$ cat src/design/pgsjt_pkg.sv
package pgsjt_pkg;

    localparam int MAX_ELEMS   = 8;
    localparam int VALUE_WIDTH = 16;

    localparam int IDX_W = (MAX_ELEMS > 1) ? $clog2(MAX_ELEMS) : 1;
    localparam int CNT_W = $clog2(MAX_ELEMS + 1);
    localparam int POS_W = 3;
    localparam int FUNC_W = 2;

    localparam logic [FUNC_W-1:0] FUNC_CLEAR = 2'd0;
    localparam logic [FUNC_W-1:0] FUNC_LOAD  = 2'd1;
    localparam logic [FUNC_W-1:0] FUNC_EMIT  = 2'd2;
    localparam logic [FUNC_W-1:0] FUNC_NOP   = 2'd3;

    typedef logic signed [VALUE_WIDTH-1:0] t_value;

    typedef struct packed {
        logic clear;
        logic load;
        logic exhaust;
        logic sort_step;
        logic emit_init;
        logic emit_step;
        logic update;
    } t_cmd;

    typedef struct packed {
        logic empty;
        logic full;
        logic done;
        logic emit_last;
        logic sort_last;
        logic fin;
    } t_status;

endpackage

$ cat src/design/permutation_generator_sjt_unit.sv
// channel   direction  handshake                       payload
// command   in         start & !busy                   i_func, i_value
// result    out        o_strobe (one cycle, no stall)  o_element, o_position,
//                                                      o_last_of_perm, o_final_perm,
//                                                      o_exhausted
//
// Clear and ignored loads stay in idle; a load writes the value, then runs the
// odd-even transposition sort that re-sorts the store one pass per cycle.
// An emit runs the mobile scan, giving one result per cycle, then a swap-and-flip
// step that the final permutation skips.
// An exhausted emit gives its single result in the cycle after the item.
// Synchronous active-low reset clears count, directions and done; busy is low after it.
module permutation_generator_sjt_unit (
    input  logic                             i_clk,
    input  logic                             i_rst_n,
    input  logic                             start,
    output logic                             busy,
    input  logic [pgsjt_pkg::FUNC_W-1:0]     i_func,
    input  pgsjt_pkg::t_value                i_value,
    output logic                             o_strobe,
    output pgsjt_pkg::t_value                o_element,
    output logic [pgsjt_pkg::POS_W-1:0]      o_position,
    output logic                             o_last_of_perm,
    output logic                             o_final_perm,
    output logic                             o_exhausted
);

    pgsjt_pkg::t_cmd    cmd;
    pgsjt_pkg::t_status sts;

    pgsjt_ctrl u_ctrl (
        .i_clk   (i_clk),
        .i_rst_n (i_rst_n),
        .start   (start),
        .i_func  (i_func),
        .i_sts   (sts),
        .o_cmd   (cmd),
        .busy    (busy)
    );

    pgsjt_dp u_dp (
        .i_clk          (i_clk),
        .i_rst_n        (i_rst_n),
        .i_cmd          (cmd),
        .i_value        (i_value),
        .o_sts          (sts),
        .o_strobe       (o_strobe),
        .o_element      (o_element),
        .o_position     (o_position),
        .o_last_of_perm (o_last_of_perm),
        .o_final_perm   (o_final_perm),
        .o_exhausted    (o_exhausted)
    );

endmodule

$ cat src/design/pgsjt_ctrl.sv
module pgsjt_ctrl (
    input  logic                             i_clk,
    input  logic                             i_rst_n,
    input  logic                             start,
    input  logic [pgsjt_pkg::FUNC_W-1:0]     i_func,
    input  pgsjt_pkg::t_status               i_sts,
    output pgsjt_pkg::t_cmd                  o_cmd,
    output logic                             busy
);

    typedef enum logic [3:0] {
        S_IDLE   = 4'b0001,
        S_SORT   = 4'b0010,
        S_EMIT   = 4'b0100,
        S_UPDATE = 4'b1000
    } t_state;

    t_state r_state;
    t_state n_state;

    always_comb begin
        n_state = r_state;
        o_cmd   = '0;
        unique case (r_state)
            S_IDLE: begin
                if (start) begin
                    unique case (i_func)
                        pgsjt_pkg::FUNC_CLEAR: begin
                            o_cmd.clear = 1'b1;
                        end
                        pgsjt_pkg::FUNC_LOAD: begin
                            if (!i_sts.full) begin
                                o_cmd.load = 1'b1;
                                n_state    = S_SORT;
                            end
                        end
                        pgsjt_pkg::FUNC_EMIT: begin
                            if (i_sts.empty || i_sts.done) begin
                                o_cmd.exhaust = 1'b1;
                            end else begin
                                o_cmd.emit_init = 1'b1;
                                n_state         = S_EMIT;
                            end
                        end
                        pgsjt_pkg::FUNC_NOP: begin
                        end
                        default: begin
                        end
                    endcase
                end
            end
            S_SORT: begin
                o_cmd.sort_step = 1'b1;
                if (i_sts.sort_last) begin
                    n_state = S_IDLE;
                end
            end
            S_EMIT: begin
                o_cmd.emit_step = 1'b1;
                if (i_sts.emit_last) begin
                    n_state = i_sts.fin ? S_IDLE : S_UPDATE;
                end
            end
            S_UPDATE: begin
                o_cmd.update = 1'b1;
                n_state      = S_IDLE;
            end
            default: begin
                n_state = S_IDLE;
            end
        endcase
    end

    always_ff @(posedge i_clk) begin
        if (!i_rst_n) begin
            r_state <= S_IDLE;
        end else begin
            r_state <= n_state;
        end
    end

    assign busy = (r_state != S_IDLE);

`ifndef ASSERT_OFF
    a_emit_to_update: assert property (@(posedge i_clk) disable iff (!i_rst_n)
        (r_state == S_EMIT) && i_sts.emit_last && !i_sts.fin |=> (r_state == S_UPDATE))
        else $error("swap step skipped after a non-final permutation");
`endif

endmodule

$ cat src/design/pgsjt_dp.sv
module pgsjt_dp (
    input  logic                           i_clk,
    input  logic                           i_rst_n,
    input  pgsjt_pkg::t_cmd                i_cmd,
    input  pgsjt_pkg::t_value              i_value,
    output pgsjt_pkg::t_status             o_sts,
    output logic                           o_strobe,
    output pgsjt_pkg::t_value              o_element,
    output logic [pgsjt_pkg::POS_W-1:0]    o_position,
    output logic                           o_last_of_perm,
    output logic                           o_final_perm,
    output logic                           o_exhausted
);

    localparam int N     = pgsjt_pkg::MAX_ELEMS;
    localparam int IDX_W = pgsjt_pkg::IDX_W;
    localparam int CNT_W = pgsjt_pkg::CNT_W;

    pgsjt_pkg::t_value r_elem [N];
    pgsjt_pkg::t_value n_elem [N];
    logic [N-1:0]      r_dir;
    logic [N-1:0]      n_dir;
    logic [CNT_W-1:0]  r_count;
    logic [CNT_W-1:0]  n_count;
    logic              r_done;
    logic              n_done;
    logic [IDX_W-1:0]  r_idx;
    logic [IDX_W-1:0]  n_idx;
    logic              r_fin;
    logic              n_fin;
    logic              r_found;
    logic              n_found;
    pgsjt_pkg::t_value r_best;
    pgsjt_pkg::t_value n_best;
    logic [IDX_W-1:0]  r_best_idx;
    logic [IDX_W-1:0]  n_best_idx;
    logic              r_best_dir;
    logic              n_best_dir;

    logic                           r_strobe;
    pgsjt_pkg::t_value              r_element;
    logic [pgsjt_pkg::POS_W-1:0]    r_position;
    logic                           r_last;
    logic                           r_final;
    logic                           r_exh;

    logic [N-1:0]      used;
    logic [N-1:0]      mob;
    pgsjt_pkg::t_value cur;
    logic              emit_last;

    assign cur       = r_elem[r_idx];
    assign emit_last = ({{(CNT_W-IDX_W){1'b0}}, r_idx} + CNT_W'(1)) == r_count;

    // per-lane mobility against fixed neighbors
    always_comb begin
        for (int j = 0; j < N; j++) begin
            used[j] = CNT_W'(j) < r_count;
            mob[j]  = 1'b0;
            if (!r_dir[j]) begin
                if (j > 0) begin
                    mob[j] = used[j] && (r_elem[j-1] < r_elem[j]);
                end
            end else begin
                if (j + 1 < N) begin
                    mob[j] = (CNT_W'(j + 1) < r_count) && (r_elem[j+1] < r_elem[j]);
                end
            end
        end
    end

    always_comb begin
        pgsjt_pkg::t_value e;
        logic              d;
        logic              is_m;
        logic              is_t;
        e          = '0;
        d          = 1'b0;
        is_m       = 1'b0;
        is_t       = 1'b0;
        n_elem     = r_elem;
        n_dir      = r_dir;
        n_count    = r_count;
        n_done     = r_done;
        n_idx      = r_idx;
        n_fin      = r_fin;
        n_found    = r_found;
        n_best     = r_best;
        n_best_idx = r_best_idx;
        n_best_dir = r_best_dir;

        if (i_cmd.clear) begin
            n_dir   = '0;
            n_count = '0;
            n_done  = 1'b0;
        end

        if (i_cmd.load) begin
            n_elem[r_count[IDX_W-1:0]] = i_value;
            n_count = r_count + CNT_W'(1);
            n_dir   = '0;
            n_done  = 1'b0;
            n_idx   = '0;
        end

        // odd-even transposition pass
        if (i_cmd.sort_step) begin
            for (int j = 0; j + 1 < N; j++) begin
                if ((j % 2) == int'(r_idx[0]) && CNT_W'(j + 1) < r_count &&
                    r_elem[j] > r_elem[j+1]) begin
                    n_elem[j]   = r_elem[j+1];
                    n_elem[j+1] = r_elem[j];
                end
            end
            n_idx = r_idx + IDX_W'(1);
        end

        if (i_cmd.emit_init) begin
            n_idx   = '0;
            n_found = 1'b0;
            n_fin   = ~|mob;
        end

        if (i_cmd.emit_step) begin
            if (mob[r_idx] && (!r_found || cur > r_best)) begin
                n_found    = 1'b1;
                n_best     = cur;
                n_best_idx = r_idx;
                n_best_dir = r_dir[r_idx];
            end
            n_idx = r_idx + IDX_W'(1);
            if (emit_last && r_fin) begin
                n_done = 1'b1;
            end
        end

        // swap the largest mobile element with its neighbor, flip larger ones
        if (i_cmd.update) begin
            for (int j = 0; j < N; j++) begin
                e    = r_elem[j];
                d    = r_dir[j];
                is_m = (IDX_W'(j) == r_best_idx);
                is_t = r_best_dir ? (IDX_W'(j) == r_best_idx + IDX_W'(1))
                                  : (IDX_W'(j) + IDX_W'(1) == r_best_idx);
                if (is_m) begin
                    if (r_best_dir) begin
                        if (j + 1 < N) begin
                            e = r_elem[j+1];
                            d = r_dir[j+1];
                        end
                    end else begin
                        if (j > 0) begin
                            e = r_elem[j-1];
                            d = r_dir[j-1];
                        end
                    end
                end else if (is_t) begin
                    e = r_best;
                    d = r_best_dir;
                end
                n_elem[j] = e;
                n_dir[j]  = d ^ (used[j] && (e > r_best));
            end
        end
    end

    always_ff @(posedge i_clk) begin
        if (!i_rst_n) begin
            r_dir    <= '0;
            r_count  <= '0;
            r_done   <= 1'b0;
            r_idx    <= '0;
            r_fin    <= 1'b0;
            r_found  <= 1'b0;
            r_strobe <= 1'b0;
        end else begin
            r_dir    <= n_dir;
            r_count  <= n_count;
            r_done   <= n_done;
            r_idx    <= n_idx;
            r_fin    <= n_fin;
            r_found  <= n_found;
            r_strobe <= i_cmd.emit_step | i_cmd.exhaust;
        end
    end

    always_ff @(posedge i_clk) begin
        r_elem     <= n_elem;
        r_best     <= n_best;
        r_best_idx <= n_best_idx;
        r_best_dir <= n_best_dir;
        r_element  <= i_cmd.exhaust ? '0 : cur;
        r_position <= i_cmd.exhaust ? '0 : pgsjt_pkg::POS_W'(r_idx);
        r_last     <= i_cmd.exhaust | emit_last;
        r_final    <= ~i_cmd.exhaust & r_fin;
        r_exh      <= i_cmd.exhaust;
    end

    assign o_sts.empty     = (r_count == '0);
    assign o_sts.full      = (r_count == CNT_W'(N));
    assign o_sts.done      = r_done;
    assign o_sts.emit_last = emit_last;
    assign o_sts.sort_last = (r_idx == IDX_W'(N - 1));
    assign o_sts.fin       = r_fin;

    assign o_strobe       = r_strobe;
    assign o_element      = r_element;
    assign o_position     = r_position;
    assign o_last_of_perm = r_last;
    assign o_final_perm   = r_final;
    assign o_exhausted    = r_exh;

`ifndef ASSERT_OFF
    a_count_range: assert property (@(posedge i_clk) disable iff (!i_rst_n)
        r_count <= CNT_W'(N))
        else $error("element count beyond capacity");

    a_update_found: assert property (@(posedge i_clk) disable iff (!i_rst_n)
        i_cmd.update |-> r_found)
        else $error("swap without a mobile element");

    a_final_sets_done: assert property (@(posedge i_clk) disable iff (!i_rst_n)
        r_strobe && !r_exh && r_final && r_last |-> r_done)
        else $error("final permutation emitted but done not set");
`endif

endmodule
$ cat config.mk
export PLATFORM = sky130hd
export DESIGN_NAME = permutation_generator_sjt_unit
export DESIGN_NICKNAME = d
export VERILOG_FILES = /design/src/design/pgsjt_pkg.sv /design/src/design/permutation_generator_sjt_unit.sv /design/src/design/pgsjt_ctrl.sv /design/src/design/pgsjt_dp.sv
export SDC_FILE = /design/constraint.sdc
export NUM_CORES = 1
export LEC_CHECK = 0
export BUFFER_PORTS_ARGS = -buffer_cell sky130_fd_sc_hd__buf_2
export CORE_UTILIZATION = 65
export DETAILED_ROUTE_END_ITERATION = 12
export GPL_ROUTABILITY_DRIVEN = 0
export PLACE_DENSITY_LB_ADDON = 0.08
export SYNTH_ARGS = -nofsm -noshare
export SYNTH_HDL_FRONTEND = slang
export SYNTH_HIERARCHICAL = 1
export SYNTH_SLANG_ARGS = --single-unit
$ cat constraint.sdc
create_clock -name i_clk -period 16.7 [get_ports i_clk]
set_input_delay 5.01 -clock i_clk [delete_from_list [all_inputs] [get_ports i_clk]]
set_output_delay 5.01 -clock i_clk [all_outputs]
set_load 0.1 [all_outputs]
# [Yosys cells after proc, flatten, opt, wreduce, memory -nomap -nowiden]
# Index checks and enable logic that the tools add are counted.
[totals] mem_bits_ro=0 mem_bits_rw=0 latchBits=0 output_inout_bits=24 inputBits=21 mem_count=0 elab_cells=307 reg_bits=193
[classes] multipliers=0 reduce_logical=53 div=0 bitwise_logic=15 eq_ne=30 shift=0 add_sub_neg=4 mux=139 n_lt_le_gt_ge=42
[op_table] cell="$mux 16" n=35
[op_table] cell="$mux 128" n=3
[op_table] cell="$gt 16x16->1" n=16
[op_table] cell="$mux 32" n=8
[op_table] cell="$lt 16x16->1" n=14
[op_table] cell="$bwmux 128" n=1
[op_table] cell="$mux 1" n=69
[op_table] cell="$bmux 16 s3" n=1
[op_table] cell="$demux 16 s3" n=1
[op_table] cell="$logic_and 1x1->1" n=39
[op_table] cell="$mux 4" n=8
[op_table] cell="$eq 3x3->1 const A" n=8
[op_table] cell="$mux 8" n=3
[op_table] cell="$mux 3" n=6
[op_table] cell="$lt 3x4->1 const A" n=4
[op_table] cell="$eq 2x3->1 const A" n=4
[op_table] cell="$pmux 4 s3" n=1
[op_table] cell="$ne 3x3->1 const B" n=3
[op_table] cell="$eq 4x4->1 const B" n=2
[op_table] cell="$ge 4x4->1 const B" n=2
[op_table] cell="$lt 1x4->1 const A" n=2
[op_table] cell="$lt 2x4->1 const A" n=2
[op_table] cell="$not 3->4" n=2
[op_table] cell="$pmux 4 s2" n=1
[op_table] cell="32 further kinds" n=48

# [Logic depth before layout (Yosys ltp)]
[logic_depth] ltp_word=17 mapped_depth=23 mapped_depth_nobuf=18

# [Cells and area by module]
# Netlist, hierarchy kept.
[by_module_without_submodules] mod="pgsjt_dp" instances=1 cells_each=2605 area_each_um2=20569.7
[by_module_without_submodules] mod="pgsjt_ctrl" instances=1 cells_each=31 area_each_um2=292.8

# [Worst setup path after synthesis]
# Ideal clock, no wire load.
[synth_path] path_type="input to register" start="input i_func[1] in the netlist's numbering" end="register u_dp/r_elem[53] in the netlist's numbering" setup_slack_ps=9347 path_stages=9 setup_ps=114 arrival_ps=7239 cell_sequence="nor3b_1 -> and3_2 -> clkbuf_1 -> nand2_1 -> nor3_2 -> clkbuf_1 -> mux2i_1 -> a221oi_1 -> a21o_1"
[synth_rtl] item="start: declaration" line_no="permutation_generator_sjt_unit.sv:18" source="input logic [pgsjt_pkg::FUNC_W-1:0] i_func,"
[synth_rtl] item="end signal: assignment" line_no="pgsjt_dp.sv:188" source="r_elem <= n_elem;"
[synth_rtl] item="end: declaration" line_no="pgsjt_dp.sv:19" source="pgsjt_pkg::t_value r_elem [N];"

==> impl_results.md <==
- Syn. warnings: 6
- Post-route ant nets: 0
- Type of the most critical hold path: reg2reg
- DR vias: 22080
- Most frequent cells in the layout: ha_1 (263), a21oi_1 (216), nor2_1 (207)
- Nets@finish: 2834
- DRC: 0
- GRT Util Overall: 46.70%
- Fraction of registers with async set/reset: 0%
- Max Freq: 137.2 MHz
- Reg2reg setup slack: just over 10 ns
- Setup violators final: 0
- Max Clock Skew: approximately 0.018 ns
- Post-synthesis sequential area ratio: 19.48%
- Slew headroom: 18.58%
- FP Rows: 65
- Vias per cell: roughly 7.4
- # H-tree levels: 4
- Ys flop type: dfxtp_1
- Antenna violations before repair: 3
- Distinct cell type count after synthesis: 73
- # fillers: between 2000 and 3000
- Vias in the first global route: 20550
- Worst skew pair latency: 0.48 ns
- Share of layout cells above drive strength 1: 8.467%
- Initial Utilization: 66.11%
- Port Buf Inserts: 44
- Commonest non-fill, non-tap cell in the layout: ha_1
- Leakage power: 0.009639 µW
- Cell Pwr Density: 63.84 mW/mm²
- Slowest stage cell, crit path: nand4_1
- DP Wirelength: 58480 µm
- Area Growth Syn to Fin: 4.288%
- CP Class: in2reg
- Final hold viol count: 0
- First DRT Iteration DRCs: 3282
- Slew @ Worst Pin: between 1 and 1.5 ns
- Final wirelength: roughly 78000 µm
- Post-synth EDFFs: 20
- Status: finished clean
- Mean post-synth cell area: 7.914 µm²
- Die W: between 150 and 200 µm
- CTS Hold Buffers Added: 0
- Number of max-cap violations: 0
- Critical path buffer and inverter count: 1
- Final-report max-slew violation count: 0
- VDD IR max: 75.72 µV
- CTS tree: yes
- Arrival @ worst endpoint: 7.61 ns
- Crit path required time: ~17 ns
- Die ar.: about 0.033 mm²
- Clock sinks: 193
- Critical Path Fanout Max: 18
- Cts repair resizes: 0
- Unrepaired setup endpoints after global routing: no
- First-pass GRT wire length: 118000 µm
- Crit end category: flop
- Post-CTS Setup Bufs: 0
- Clock Pin Slew Worst Setup and Hold Paths: 0.08 ns
- Max clock buf depth: 2
- Core ar.: 0.03156 mm²
- Tcrit/Tclk final: 43.65%
- Syn Nets: 2920
- Die span in y: 181.2 µm
- Pin count of the biggest net entering global routing: 81
- Yosys reg bits: 193
- CP Cell Sequence: buf_2, nor3b_1, and3_2, nand4_1, mux2_2, mux2i_1, o21ai_0
- Largest cells by area after synthesis: dfxtp_1 (17%), ha_1 (16%), mux2i_1 (8.2%)
- Sum of negative setup slack: 0 ns
- Area taken by multi-input logic gates: between 0.015 and 0.02 mm²
- Clock tree root buffer cell: clkbuf_16
- Min Tclk post-route: ~7.3 ns
- Grt total ovfl: 0
- Max incr delay on CP: approximately 0.92 ns
- Top cell type's share of synthesized area: 16.60%
- Hold WS: approximately 0.50 ns
- Mapped Cells: roughly 2600
- Post-synth top area cell: dfxtp_1
- TritonRoute pass-1 iters: 7
- Synth Cell Area: approximately 0.021 mm²
- Crit path max-delay family: simple AND/OR/NAND/NOR gates
- Routed WL per cell: 26.41 µm
- Io pins: 45
- Worst setup SP type: input port
- CTS buffer count: 17
- Register Area: between 0.004 and 0.005 mm²
==> layer usage <==
layer | up-vias | global-route usage, % | routed length, µm
met4 | 2 | 30.75 | 5358
met2 | 1691 | 69.48 | 33250
met5 | - | 0 | 13
met1 | 10270 | 59.91 | 28910
li1 | 9771 | - | -
met3 | 338 | 11.51 | 10810
==> registers in the layout, summed over array words and instances (netlist names) <==
register / cells
u_dp/o_position: 3
u_ctrl/r_state: 4
u_dp/r_found: 1
u_dp/r_elem: 128
u_dp/r_idx: 3
u_dp/r_count: 4
u_dp/o_final_perm: 1
u_dp/o_element: 16
u_dp/r_fin: 1
u_dp/o_strobe: 1
u_dp/r_dir: 8
u_dp/o_last_of_perm: 1
u_dp/r_best_idx: 3
u_dp/r_done: 1
u_dp/r_best_dir: 1
u_dp/r_best: 16
u_dp/o_exhausted: 1
==> Yosys cell counts (5+ instances only) <==
library cell and instances:
mux2_2 39, buf_2 18, nand3b_1 7, o22ai_1 98, nand4_1 62, nor2_1 208
a221o_1 5, mux4_2 34, o211ai_1 15, a22oi_1 18, dfxtp_1 173, nor2b_1 65
nor4_1 13, nand3_1 22, xnor2_1 6, inv_1 162, a221oi_1 84, mux2i_1 170
nor3_1 24, o21ai_0 165, o21a_1 20, ha_1 263, a211oi_1 93, nor4b_1 8
edfxtp_1 20, a31oi_1 9, o31ai_1 5, or3_1 11, a21oi_1 219, and2_1 9
and3_1 5, clkbuf_1 154, buf_1 14, nand2b_1 17, a21o_1 106, nand2_1 194
o221ai_1 19
==> where the power goes <==
part / leakage (µW) / switching (µW) / internal [µW]
sequential: 0.00160 / 55.4 / 503
clock: 0.000277 / 225 / 212
combinational: 0.00777 / 260 / 133
==> per-stage QoR <==
stage          cells  power [µW]  util, %  area [µm²]  setup WS [ns]
2_1_floorplan   2636       829.9        -       20860          9.347
3_3_place_gp    2933       932.2    67.13       21180          9.092
3_5_place_dp    2933       944.3    67.13       21180          8.988
4_1_cts         2965        1374    68.94       21750          9.485
5_1_grt         2965        1434    68.94       21750          9.213
6_report        2966        1389    68.95       21760          9.410
==> area by class of cell <==
class	instances	area share, %
clock inverter	14	0.6556
clock buffer	18	1.973
multi-input combinational	2088	71.05
inverter	163	2.812
timing repair buffer	87	2.496
sequential	193	18.69
antenna	1	0.01150
tap	402	2.312
==> cells by family (layout without fill, tap and decap cells) <==
family / after synthesis / after routing / share of synthesized area (%)
compound gates: 903 / 903 / 28.26
xor+xnor: 10 / 10 / 0.4198
fa+ha+maj: 263 / 263 / 15.77
buf+inv: 355 / 282 / 6.657
flops: 193 / 193 / 19.48
mux: 243 / 243 / 13.93
other cells: 0 / 1 / 0
simple gates: 669 / 669 / 15.48
==> path summary, 6_finish.rpt <==
| check | from | endpoint | cells past startpoint |
|---|---|---|---|
| worst max-delay path | i_func[1] | u_dp/r_elem[9]$_DFF_P_ | 7 |
| worst min-delay path | u_dp/r_fin$_SDFFE_PN0P_ | u_dp/o_final_perm$_DFF_P_ | 1 |
| worst max register to register | u_dp/r_best_dir$_DFFE_PP_ | u_dp/r_dir[2]$_SDFFE_PN0P_ | 20 |
| worst min register to register | u_dp/r_fin$_SDFFE_PN0P_ | u_dp/o_final_perm$_DFF_P_ | 1 |
Note: power is estimated with default switching activity, not from simulation.
